--- config.mk ---
export PLATFORM = sky130hd
export DESIGN_NAME = array_table_insert_delete_search_top
export DESIGN_NICKNAME = d
export VERILOG_FILES = /design/src/design/atids_pkg.sv /design/src/design/array_table_insert_delete_search_top.sv /design/src/design/atids_cells.sv /design/src/design/atids_ctrl.sv
export SDC_FILE = /design/constraint.sdc
export NUM_CORES = 1
export LEC_CHECK = 0
export BUFFER_PORTS_ARGS = -buffer_cell sky130_fd_sc_hd__buf_2
export CORE_UTILIZATION = 40
export CTS_CLUSTER_SIZE = 16
export DETAILED_ROUTE_END_ITERATION = 8
export MAX_ROUTING_LAYER = met4
export PLACE_DENSITY_LB_ADDON = 0.3
export SYNTH_ARGS = -nofsm -noshare
export SYNTH_HDL_FRONTEND = slang
export SYNTH_SLANG_ARGS = --single-unit
--- constraint.sdc ---
create_clock -name aclk -period 8.76 [get_ports aclk]
set_input_delay 0 -clock aclk [delete_from_list [all_inputs] [get_ports aclk]]
set_output_delay 0 -clock aclk [all_outputs]
set_load 0.005 [all_outputs]
--- src/design/atids_pkg.sv ---
// Package for the array table: sizes, opcode and status codes, sequencer states
// and the control struct shared by the sequencer and the entry cells.
// No dependencies.
`default_nettype none
package atids_pkg;

    localparam int CAPACITY = 16;
    localparam int DATA_W   = 32;
    localparam int ADDR_W   = $clog2(CAPACITY);
    localparam int CNT_W    = $clog2(CAPACITY + 1);
    localparam int PTR_W    = CNT_W + 1;
    localparam int OP_W     = 2;
    localparam int IDX_W    = 5;
    localparam int POS_W    = 4;
    localparam int STAT_W   = 2;

    typedef enum logic [OP_W-1:0] {
        OP_INSERT = 2'd0,
        OP_DELETE = 2'd1,
        OP_SEARCH = 2'd2
    } opcode_t;

    typedef enum logic [STAT_W-1:0] {
        ST_DONE      = 2'd0,
        ST_BAD_INDEX = 2'd1,
        ST_FULL      = 2'd2
    } status_t;

    typedef enum logic [1:0] {
        S_IDLE,
        S_EXEC,
        S_PROBE,
        S_RESP
    } state_t;

    typedef struct packed {
        logic              ins_en;
        logic              del_en;
        logic [ADDR_W-1:0] idx;
        logic [DATA_W-1:0] wdata;
        logic [ADDR_W-1:0] raddr;
    } cell_ctrl_t;

endpackage
`default_nettype wire

--- src/design/array_table_insert_delete_search_top.sv ---
// Top level of the array table: sequencer plus entry cell row.
// Depends on atids_pkg, atids_ctrl, atids_cells.
`default_nettype none
// Holds up to 16 signed 32-bit entries and a fill count. Insert and delete shift the
// cell row in a single register update; their result is valid in S_RESP, after the
// S_EXEC state, and with no output stall the next word is accepted back in S_IDLE.
// Search runs a binary search through one signed comparator, one probe per cycle,
// in S_PROBE: up to 5 probes on a full table, plus one more S_PROBE visit to see
// the range empty when the key is missing. One word is in flight at a time:
// s_ready is high only when no result is pending.
module array_table_insert_delete_search_top (
    input  wire logic                                aclk,
    input  wire logic                                aresetn,
    input  wire logic                                s_valid,
    output logic                                     s_ready,
    input  wire logic [atids_pkg::OP_W-1:0]          s_opcode,
    input  wire logic [atids_pkg::IDX_W-1:0]         s_index,
    input  wire logic signed [atids_pkg::DATA_W-1:0] s_value,
    output logic                                     m_valid,
    input  wire logic                                m_ready,
    output logic [atids_pkg::STAT_W-1:0]             m_status,
    output logic                                     m_found,
    output logic [atids_pkg::POS_W-1:0]              m_position,
    output logic signed [atids_pkg::DATA_W-1:0]      m_removed_value,
    output logic [atids_pkg::CNT_W-1:0]              m_count
);

    atids_pkg::cell_ctrl_t          cell_ctrl;
    logic [atids_pkg::DATA_W-1:0]   rdata;

    atids_ctrl u_ctrl (
        .aclk            (aclk),
        .aresetn         (aresetn),
        .s_valid         (s_valid),
        .s_ready         (s_ready),
        .s_opcode        (s_opcode),
        .s_index         (s_index),
        .s_value         (s_value),
        .m_valid         (m_valid),
        .m_ready         (m_ready),
        .m_status        (m_status),
        .m_found         (m_found),
        .m_position      (m_position),
        .m_removed_value (m_removed_value),
        .m_count         (m_count),
        .cell_ctrl       (cell_ctrl),
        .rdata           (rdata)
    );

    atids_cells u_cells (
        .aclk  (aclk),
        .ctrl  (cell_ctrl),
        .rdata (rdata)
    );

endmodule
`default_nettype wire

--- src/design/atids_cells.sv ---
// Row of entry cells: registered shift up on insert, shift down on delete,
// one muxed read port. Depends on atids_pkg.
`default_nettype none
module atids_cells (
    input  wire logic                        aclk,
    input  wire atids_pkg::cell_ctrl_t       ctrl,
    output logic [atids_pkg::DATA_W-1:0]     rdata
);

    logic [atids_pkg::DATA_W-1:0] entry_reg  [atids_pkg::CAPACITY];
    logic [atids_pkg::DATA_W-1:0] entry_next [atids_pkg::CAPACITY];

    always_comb begin
        for (int i = 0; i < atids_pkg::CAPACITY; i++) begin
            entry_next[i] = entry_reg[i];
            if (ctrl.ins_en) begin
                if (atids_pkg::ADDR_W'(i) == ctrl.idx) begin
                    entry_next[i] = ctrl.wdata;
                end else if (i > 0 && atids_pkg::ADDR_W'(i) > ctrl.idx) begin
                    entry_next[i] = entry_reg[(i > 0) ? i - 1 : 0];
                end
            end else if (ctrl.del_en) begin
                if (i < atids_pkg::CAPACITY - 1 && atids_pkg::ADDR_W'(i) >= ctrl.idx) begin
                    entry_next[i] = entry_reg[(i < atids_pkg::CAPACITY - 1) ? i + 1 : i];
                end
            end
        end
    end

    always_ff @(posedge aclk) begin
        for (int i = 0; i < atids_pkg::CAPACITY; i++) begin
            entry_reg[i] <= entry_next[i];
        end
    end

    assign rdata = entry_reg[ctrl.raddr];

endmodule
`default_nettype wire

--- src/design/atids_ctrl.sv ---
// Sequencer: decodes the word, checks bounds, keeps the fill count and runs the
// binary search through one shared signed compare. Depends on atids_pkg.
`default_nettype none
module atids_ctrl (
    input  wire logic                              aclk,
    input  wire logic                              aresetn,
    input  wire logic                              s_valid,
    output logic                                   s_ready,
    input  wire logic [atids_pkg::OP_W-1:0]        s_opcode,
    input  wire logic [atids_pkg::IDX_W-1:0]       s_index,
    input  wire logic signed [atids_pkg::DATA_W-1:0] s_value,
    output logic                                   m_valid,
    input  wire logic                              m_ready,
    output logic [atids_pkg::STAT_W-1:0]           m_status,
    output logic                                   m_found,
    output logic [atids_pkg::POS_W-1:0]            m_position,
    output logic signed [atids_pkg::DATA_W-1:0]    m_removed_value,
    output logic [atids_pkg::CNT_W-1:0]            m_count,
    output atids_pkg::cell_ctrl_t                  cell_ctrl,
    input  wire logic [atids_pkg::DATA_W-1:0]      rdata
);

    atids_pkg::state_t                    state_reg, state_next;
    logic [atids_pkg::OP_W-1:0]           op_reg;
    logic [atids_pkg::IDX_W-1:0]          idx_reg;
    logic [atids_pkg::DATA_W-1:0]         val_reg;
    logic [atids_pkg::CNT_W-1:0]          count_reg, count_next;
    logic signed [atids_pkg::PTR_W-1:0]   lo_reg, lo_next, hi_reg, hi_next;
    logic [atids_pkg::STAT_W-1:0]         status_reg, status_next;
    logic                                 found_reg, found_next;
    logic [atids_pkg::POS_W-1:0]          pos_reg, pos_next;
    logic [atids_pkg::DATA_W-1:0]         removed_reg, removed_next;
    logic [atids_pkg::PTR_W:0]            mid_sum;
    logic signed [atids_pkg::PTR_W-1:0]   mid;
    logic                                 key_lt, key_eq;

    assign mid_sum = (atids_pkg::PTR_W + 1)'(lo_reg) + (atids_pkg::PTR_W + 1)'(hi_reg);
    assign mid     = atids_pkg::PTR_W'(mid_sum >> 1);
    assign key_eq  = (val_reg == rdata);
    assign key_lt  = ($signed(val_reg) < $signed(rdata));

    always_ff @(posedge aclk) begin
        if (!aresetn) begin
            state_reg <= atids_pkg::S_IDLE;
            count_reg <= '0;
        end else begin
            state_reg <= state_next;
            count_reg <= count_next;
        end
    end

    always_ff @(posedge aclk) begin
        if (s_valid && s_ready) begin
            op_reg  <= s_opcode;
            idx_reg <= s_index;
            val_reg <= s_value;
        end
        lo_reg      <= lo_next;
        hi_reg      <= hi_next;
        status_reg  <= status_next;
        found_reg   <= found_next;
        pos_reg     <= pos_next;
        removed_reg <= removed_next;
    end

    always_comb begin
        state_next      = state_reg;
        count_next      = count_reg;
        lo_next         = lo_reg;
        hi_next         = hi_reg;
        status_next     = status_reg;
        found_next      = found_reg;
        pos_next        = pos_reg;
        removed_next    = removed_reg;
        cell_ctrl.ins_en = 1'b0;
        cell_ctrl.del_en = 1'b0;
        cell_ctrl.idx    = idx_reg[atids_pkg::ADDR_W-1:0];
        cell_ctrl.wdata  = val_reg;
        cell_ctrl.raddr  = idx_reg[atids_pkg::ADDR_W-1:0];
        s_ready         = 1'b0;
        m_valid         = 1'b0;
        case (state_reg)
            atids_pkg::S_IDLE: begin
                s_ready = 1'b1;
                if (s_valid) begin
                    state_next = atids_pkg::S_EXEC;
                end
            end
            atids_pkg::S_EXEC: begin
                status_next  = atids_pkg::ST_DONE;
                found_next   = 1'b0;
                pos_next     = '0;
                removed_next = '0;
                lo_next      = '0;
                hi_next      = $signed({1'b0, count_reg}) - atids_pkg::PTR_W'(1);
                state_next   = atids_pkg::S_RESP;
                case (op_reg)
                    atids_pkg::OP_INSERT: begin
                        if (idx_reg > count_reg) begin
                            status_next = atids_pkg::ST_BAD_INDEX;
                        end else if (count_reg >= atids_pkg::CNT_W'(atids_pkg::CAPACITY)) begin
                            status_next = atids_pkg::ST_FULL;
                        end else begin
                            cell_ctrl.ins_en = 1'b1;
                            count_next       = count_reg + atids_pkg::CNT_W'(1);
                        end
                    end
                    atids_pkg::OP_DELETE: begin
                        if (idx_reg >= count_reg) begin
                            status_next = atids_pkg::ST_BAD_INDEX;
                        end else begin
                            removed_next     = rdata;
                            cell_ctrl.del_en = 1'b1;
                            count_next       = count_reg - atids_pkg::CNT_W'(1);
                        end
                    end
                    atids_pkg::OP_SEARCH: begin
                        state_next = atids_pkg::S_PROBE;
                    end
                    default: begin
                    end
                endcase
            end
            atids_pkg::S_PROBE: begin
                cell_ctrl.raddr = mid[atids_pkg::ADDR_W-1:0];
                if (lo_reg > hi_reg) begin
                    state_next = atids_pkg::S_RESP;
                end else if (key_eq) begin
                    found_next = 1'b1;
                    pos_next   = mid[atids_pkg::POS_W-1:0];
                    state_next = atids_pkg::S_RESP;
                end else if (key_lt) begin
                    hi_next = mid - atids_pkg::PTR_W'(1);
                end else begin
                    lo_next = mid + atids_pkg::PTR_W'(1);
                end
            end
            atids_pkg::S_RESP: begin
                m_valid = 1'b1;
                if (m_ready) begin
                    state_next = atids_pkg::S_IDLE;
                end
            end
            default: begin
                state_next = atids_pkg::S_IDLE;
            end
        endcase
    end

    assign m_status        = status_reg;
    assign m_found         = found_reg;
    assign m_position      = pos_reg;
    assign m_removed_value = removed_reg;
    assign m_count         = count_reg;

endmodule
`default_nettype wire
After elaboration in Yosys (flattened, before gate mapping)
Memory sizes are Yosys's and may differ from the RTL's.
Index checks and enable logic that the tools add are counted.
{"block": "totals", "regBits": 97, "ramBits": 512, "in_bits": 43, "mem_count": 1}
{"memory": "u_cells.entry_reg", "depth": 16, "width": 32, "rd": 17, "rd_clocked_by_memory_dff": 0, "write_ports": 16, "line": "atids_cells.sv:10", "text": "logic [atids_pkg::DATA_W-1:0] entry_reg [atids_pkg::CAPACITY];"}
{"block": "op_classes", "n_addsub": 6, "order_cmp": 35, "eq_ne": 32, "n_mux": 114, "n_bitwise": 1, "n_reduce_logical": 12}
{"cell": "two-way mux 32 bit", "count": 77}
{"cell": "two-way mux 6 bit", "count": 6}
{"cell": "== test 32 bit", "count": 1}
{"cell": "== test 4 bit, first input constant", "count": 8}
{"cell": "greater-than comparator 4 bit, first input constant", "count": 8}
{"cell": "less-than comparator 32 bit", "count": 1}
{"cell": "greater-or-equal comparator 4 bit, first input constant", "count": 7}
{"cell": "case mux 6 bit (2 select lines)", "count": 2}
{"cell": "== test 3 x 4 -> 1 bit, first input constant", "count": 4}
{"cell": "greater-or-equal comparator 3 x 4 -> 1 bit, first input constant", "count": 4}
{"cell": "greater-than comparator 3 x 4 -> 1 bit, first input constant", "count": 4}
{"cell": "inequality test 2 bit, second input constant", "count": 8}
{"cell": "two-way mux 5 bit", "count": 3}
{"cell": "two-way mux 2 bit", "count": 7}
{"cell": "two-way mux 4 bit", "count": 3}
{"cell": "two-way mux 1 bit", "count": 11}
{"cell": "case mux 5 bit (2 select lines)", "count": 1}
{"cell": "== test 2 x 4 -> 1 bit, first input constant", "count": 2}
{"cell": "greater-or-equal comparator 1 x 4 -> 1 bit, first input constant", "count": 2}
{"cell": "greater-or-equal comparator 2 x 4 -> 1 bit, first input constant", "count": 2}
{"cell": "greater-than comparator 2 x 4 -> 1 bit, first input constant", "count": 2}
{"cell": "case mux 2 bit (4 select lines)", "count": 1}
{"cell": "case mux 4 bit (2 select lines)", "count": 1}
{"cell": "AND reduction 4 bit", "count": 2}
{"cell": "other kinds (26)", "count": 33}

Longest topological paths before layout
An unclocked memory read counts as a cell.
{"block": "logic_depth", "depth_word": 8, "depth_mapped": 19}

Modules after synthesis
From an unflattened synthesis, not the netlist that was laid out.
{"block": "unflattened", "cells_unflattened": 2879, "hier_area_um2": 34929.8}
{"mod": "atids_cells", "n_inst": 1, "cells_each": 2423, "area_per_inst_um2": 29553.3, "seq_area_each_um2": 15374.7}
{"mod": "atids_ctrl", "n_inst": 1, "cells_each": 456, "area_per_inst_um2": 5376.4, "seq_area_each_um2": 2842.7}

Least setup slack after synthesis
Ideal clock, no wire load.
{"block": "synth_timing", "kind": "register to register", "from": "register u_ctrl.state_reg[1] (netlist name)", "to": "memory u_cells.entry_reg[0][0] (netlist name), enable pin", "arrival_ps": 5378, "required_time_ps": 8257, "slack_ps": 2880, "path_stages_with_launch": 10, "cell_sequence": "dfxtp_1 -> inv_1 -> ha_1 -> nor2b_1 -> o311a_1 -> o21ai_1 -> buf_2 -> inv_2 -> a21oi_2 -> nor4_1"}
{"item": "end, declared", "line": "atids_cells.sv:10"}

Final worst setup path
{"block": "layout_timing", "from": "register u_ctrl.state_reg[0]", "to": "register u_ctrl.lo_reg[2] (netlist name), enable pin"}
{"block": "layout_between", "elab_chain_cells": 6}
{"item": "start, declared", "line": "atids_ctrl.sv:23", "text": "atids_pkg::state_t state_reg, state_next;"}
{"item": "start signal, assigned", "line": "atids_ctrl.sv:44", "text": "state_reg <= atids_pkg::S_IDLE;"}
{"item": "start signal, assigned", "line": "atids_ctrl.sv:47", "text": "state_reg <= state_next;"}
{"item": "== test 2 bit", "line": "atids_ctrl.sv:82", "text": "case (state_reg)"}
{"item": "two-way mux 4 bit", "line": "atids_ctrl.sv:82"}
{"item": "memory (16 x 32 bit)"}
{"item": "less-than comparator 32 bit or == test 32 bit (tied branches)", "line": "atids_ctrl.sv:40, atids_ctrl.sv:39"}
{"item": "inequality test 2 bit (no source line)"}
{"item": "AND reduction 4 bit (no source line) (*)"}
{"item": "end signal, assigned", "line": "atids_ctrl.sv:58", "text": "lo_reg <= lo_next;"}
{"item": "end, declared", "line": "atids_ctrl.sv:28", "text": "logic signed [atids_pkg::PTR_W-1:0] lo_reg, lo_next, hi_reg, hi_next;"}
Every way passes the cells marked *; elsewhere a longest branch is shown, timed or not.
A chain may end at the register's enable or synchronous reset.

==> reports/results.tsv <==
stage	metric	value	unit
setup_path	path_max_fanout	38	
drt	wirelength	103	mm
drt	drt_pass1_iterations	7	
cts	cts_buffers	69	
cells_and_area	nets	3112	
setup_path	slowest_delay	1.06	ns
power_and_ir_drop	p_per_area	266	mW/mm^2
sta	worstMarginPinSlew	1.29	ns
cells_and_area	antenna_cells	0	
cts	clk_latency	0.62	ns
setup_path	worst_path_dominant_cell_family	simple AND/OR/NAND/NOR gates	
yosys	synth_edf_count	602	
sta	fin_tns_setup	0	ns
yosys	netlist_instances	2996	
setup_path	start_kind	flip-flop	
setup_path	arrival	7.29	ns
setup_path	r2r_end	u_ctrl.lo_reg[2]	
floorplan	core_area	0.0858	sq mm
yosys	synth_cell_types	57	
cells_and_area	area_delta_synth_final	11.6	%
power_and_ir_drop	ir_drop	0.000143	V
cells_and_area	drive_gt1_share	14.2	%
min_path	worst_hold_path.num_cells	4	
yosys	yosysSeqAreaShare	52.2	%
global_route	grt_pass1_wl	153	mm
cts	cts_tree	built	
floorplan	pin_count	89	
sta	finalMaxSlewViolations	0	
floorplan	initial_core_util	40.7	%
yosys	ys_top_cells_by_area	edfxtp_1 52%, mux2i_1 15%, mux4_2 8.3%	
global_route	grt_max_degree	303	
cts	cts.path.max_buffers	3	
yosys	synth_fp_nets	3100	
sta	rsz0062_at_grt	no	
drt	wl_per_cell	24.5	um
drt	drtIter0Drc	2591	
global_route	grtUsageTotal	23.6	%
placement	gp_congestion	0.837	
sta	hold_viol	0	
setup_path	r2r_slack	1.71	ns
flow_run	drv_cap	0	
min_path	hold_class	in2reg	
cts	clkTransAtPathRegs	0.06	ns
sta	fin_crit	7.05	ns
power_and_ir_drop	total_power	10.4	mW
setup_path	rr_worst_depth	16	
setup_path	cpMaxStageDelayCell	nor4_1	
yosys	synth_top_area_cell	edfxtp_1	
yosys	synth.avg_cell_area	11.6	sq um
setup_path	path_class	reg2reg	
placement	place_ws	1.88	ns
global_route	grt_overflow_total	0	
yosys	ys_async_sr_fraction	0	%
cells_and_area	largest_reg_flops	512	
run_status	status	finished, final reports clean	
drt	avgViaCountPerCell	5.81	
floorplan	die_y	297	um
cells_and_area	mostFrequentLayoutCells	666 x nand2_1, 602 x edfxtp_1, 515 x mux2i_1, 462 x o21ai_0, 128 x mux4_2	
placement	dp.final_hpwl	56.3	mm
placement	port_buffers	88	
drt	dr_total_vias	24401	
cts	h-tree-depth	3	
cts	cts_root_buffer	clkbuf_16	
sta	clock_skew	0.0311	ns
drt	ant_nets	0	
setup_path	endpoint_kind	flip-flop	
cts	cts_setup_buffers	0	
sta	setup_viol_count_final	0	
yosys	synth_top_area_share	51.8	%
sta	maxSlewHeadroom	13.2	%
cells_and_area	design_area	0.0389	sq mm
yosys	synth_area	0.0349	sq mm
floorplan	rows	107	
setup_path	r2r_start	u_ctrl.state_reg[0]	
floorplan	die_w	297	um
cells_and_area	layout_commonest_cell	nand2_1	
min_path	hold_path_end	u_ctrl.state_reg[0]	
setup_path	crit_chain	inv_1, ha_1, inv_1, a2111oi_0, nor3_2, buf_4, buf_4, mux2i_1, nand2_1, nand2_1, ha_1, nand4_1, nor4_1, o31ai_1, nor3b_1, a311oi_1	
drt	route.detailed.drc	0	
cts	cts_num_sinks	609	
sta	final.setup.worst_slack	1.71	ns
placement	dpl_cell_area	0.0365	sq mm
global_route	grt_pass1_vias	23383	
sta	fin_crit_sh	80.5	%
min_path	min-delay-start	s_valid	
yosys	ys_warn_count	0	
setup_path	worstPathRequired	9.00	ns
global_route	antenna_found_initial	0	
floorplan	dieArea	0.0884	sq mm
setup_path	path_buf_inv	4	
yosys	synth_ff_type	edfxtp_1	
sta	max_freq	0.142	GHz
yosys	synth_seq_cells	609	
power_and_ir_drop	power.leakage	14.9	nW
stage by stage:
step	std cells	utilization (%)	hold slack, ns
after floorplan	2996	-	0.0989
after global placement	4039	42.5	0.178
after detailed placement	4039	42.5	0.178
after CTS	4197	45.4	0.0247
after global routing	4197	45.4	0.0896
final	4197	45.4	0.0549
cells by family (layout without fill, tap and decap cells):
| family | Yosys count | in the layout | synth area share [%] |
|---|---|---|---|
| compound gates | 540 | 540 | 8.17 |
| xor+xnor | 15 | 15 | 0.398 |
| fa+ha+maj | 61 | 61 | 2.23 |
| buf+inv | 281 | 338 | 3.43 |
| flops | 609 | 609 | 52.2 |
| mux | 675 | 675 | 24.1 |
| simple gates | 815 | 815 | 9.49 |
synth_stat cells (3+ instances only):
| cell | instances |
|---|---|
| a21o_1 | 5 |
| and2_1 | 6 |
| and3_1 | 30 |
| dfxtp_1 | 7 |
| nor2_1 | 42 |
| o211ai_1 | 5 |
| nand2b_1 | 11 |
| edfxtp_1 | 602 |
| a311oi_1 | 3 |
| a21oi_1 | 27 |
| xor2_1 | 5 |
| nor4_1 | 7 |
| buf_2 | 54 |
| mux2_2 | 32 |
| clkbuf_1 | 165 |
| xnor2_1 | 9 |
| mux4_2 | 128 |
| a21boi_0 | 3 |
| a2111oi_0 | 4 |
| o21ai_0 | 463 |
| nand3_1 | 10 |
| nand2_1 | 667 |
| a31oi_1 | 4 |
| o311ai_0 | 3 |
| buf_4 | 8 |
| nor2b_1 | 8 |
| nor3_1 | 10 |
| mux2i_1 | 515 |
| ha_1 | 59 |
| inv_1 | 32 |
| or2_2 | 4 |
| buf_6 | 6 |
| a211oi_1 | 4 |
| buf_1 | 15 |
| nand4_1 | 12 |
tightest hold or removal path, delay by kind of cell:
family,cells,cell delay (ns)
compound gates,3,0.51
buf+inv,1,0.10
power breakdown:
group / internal (mW) / total [mW] / switching [mW] / leakage [nW]
sequential: 3.65 / 3.91 / 0.266 / 5.53
combinational: 1.48 / 3.71 / 2.23 / 8.34
clock: 1.52 / 2.74 / 1.22 / 0.985
total: 6.65 / 10.4 / 3.72 / 14.9
timing repair:
item | in CTS | in global routing
hold buffers | 42 | 0
gates resized for setup | 0 | 0
endpoints found under the hold margin | 46 | 0
metal layers:
layer | vias to the layer above | part of all wire (%) | GRT usage (%) | wire length (um)
met5 | - | 0 | - | 0
li1 | 11143 | - | - | -
met4 | 0 | 2.4 | 6.39 | 2450
met3 | 153 | 6.1 | 2.69 | 6220
met1 | 12202 | 44 | 31.8 | 45200
met2 | 903 | 48 | 37.7 | 48800
how the worst max path moves through the flow:
| stage | from | to | slack, ns | depth (start not counted) |
|---|---|---|---|---|
| after CTS | u_ctrl.state_reg[0] | u_ctrl.lo_reg[2] | 1.85 | 16 |
| after detailed placement | u_ctrl.state_reg[0] | u_ctrl.lo_reg[4] | 1.88 | 16 |
| after global placement | u_ctrl.state_reg[0] | u_ctrl.lo_reg[2] | 2.12 | 16 |
| final | u_ctrl.state_reg[0] | u_ctrl.lo_reg[2] | 1.71 | 16 |
| after global routing | u_ctrl.state_reg[0] | u_ctrl.lo_reg[4] | 1.26 | 16 |
| after floorplan | u_ctrl.state_reg[1] | u_cells.entry_reg[0][0] | 2.88 | 9 |
area by class of cell:
class | instances | area, sq um
Fill cell | 7804 | 46900
Inverter | 33 | 126
Multi-Input combinational cell | 2106 | 15800
Clock inverter | 29 | 171
Tap cell | 1144 | 1430
Clock buffer | 87 | 1860
Sequential cell | 609 | 18200
Timing Repair Buffer | 189 | 1330
(Power assumes the default switching activity.)
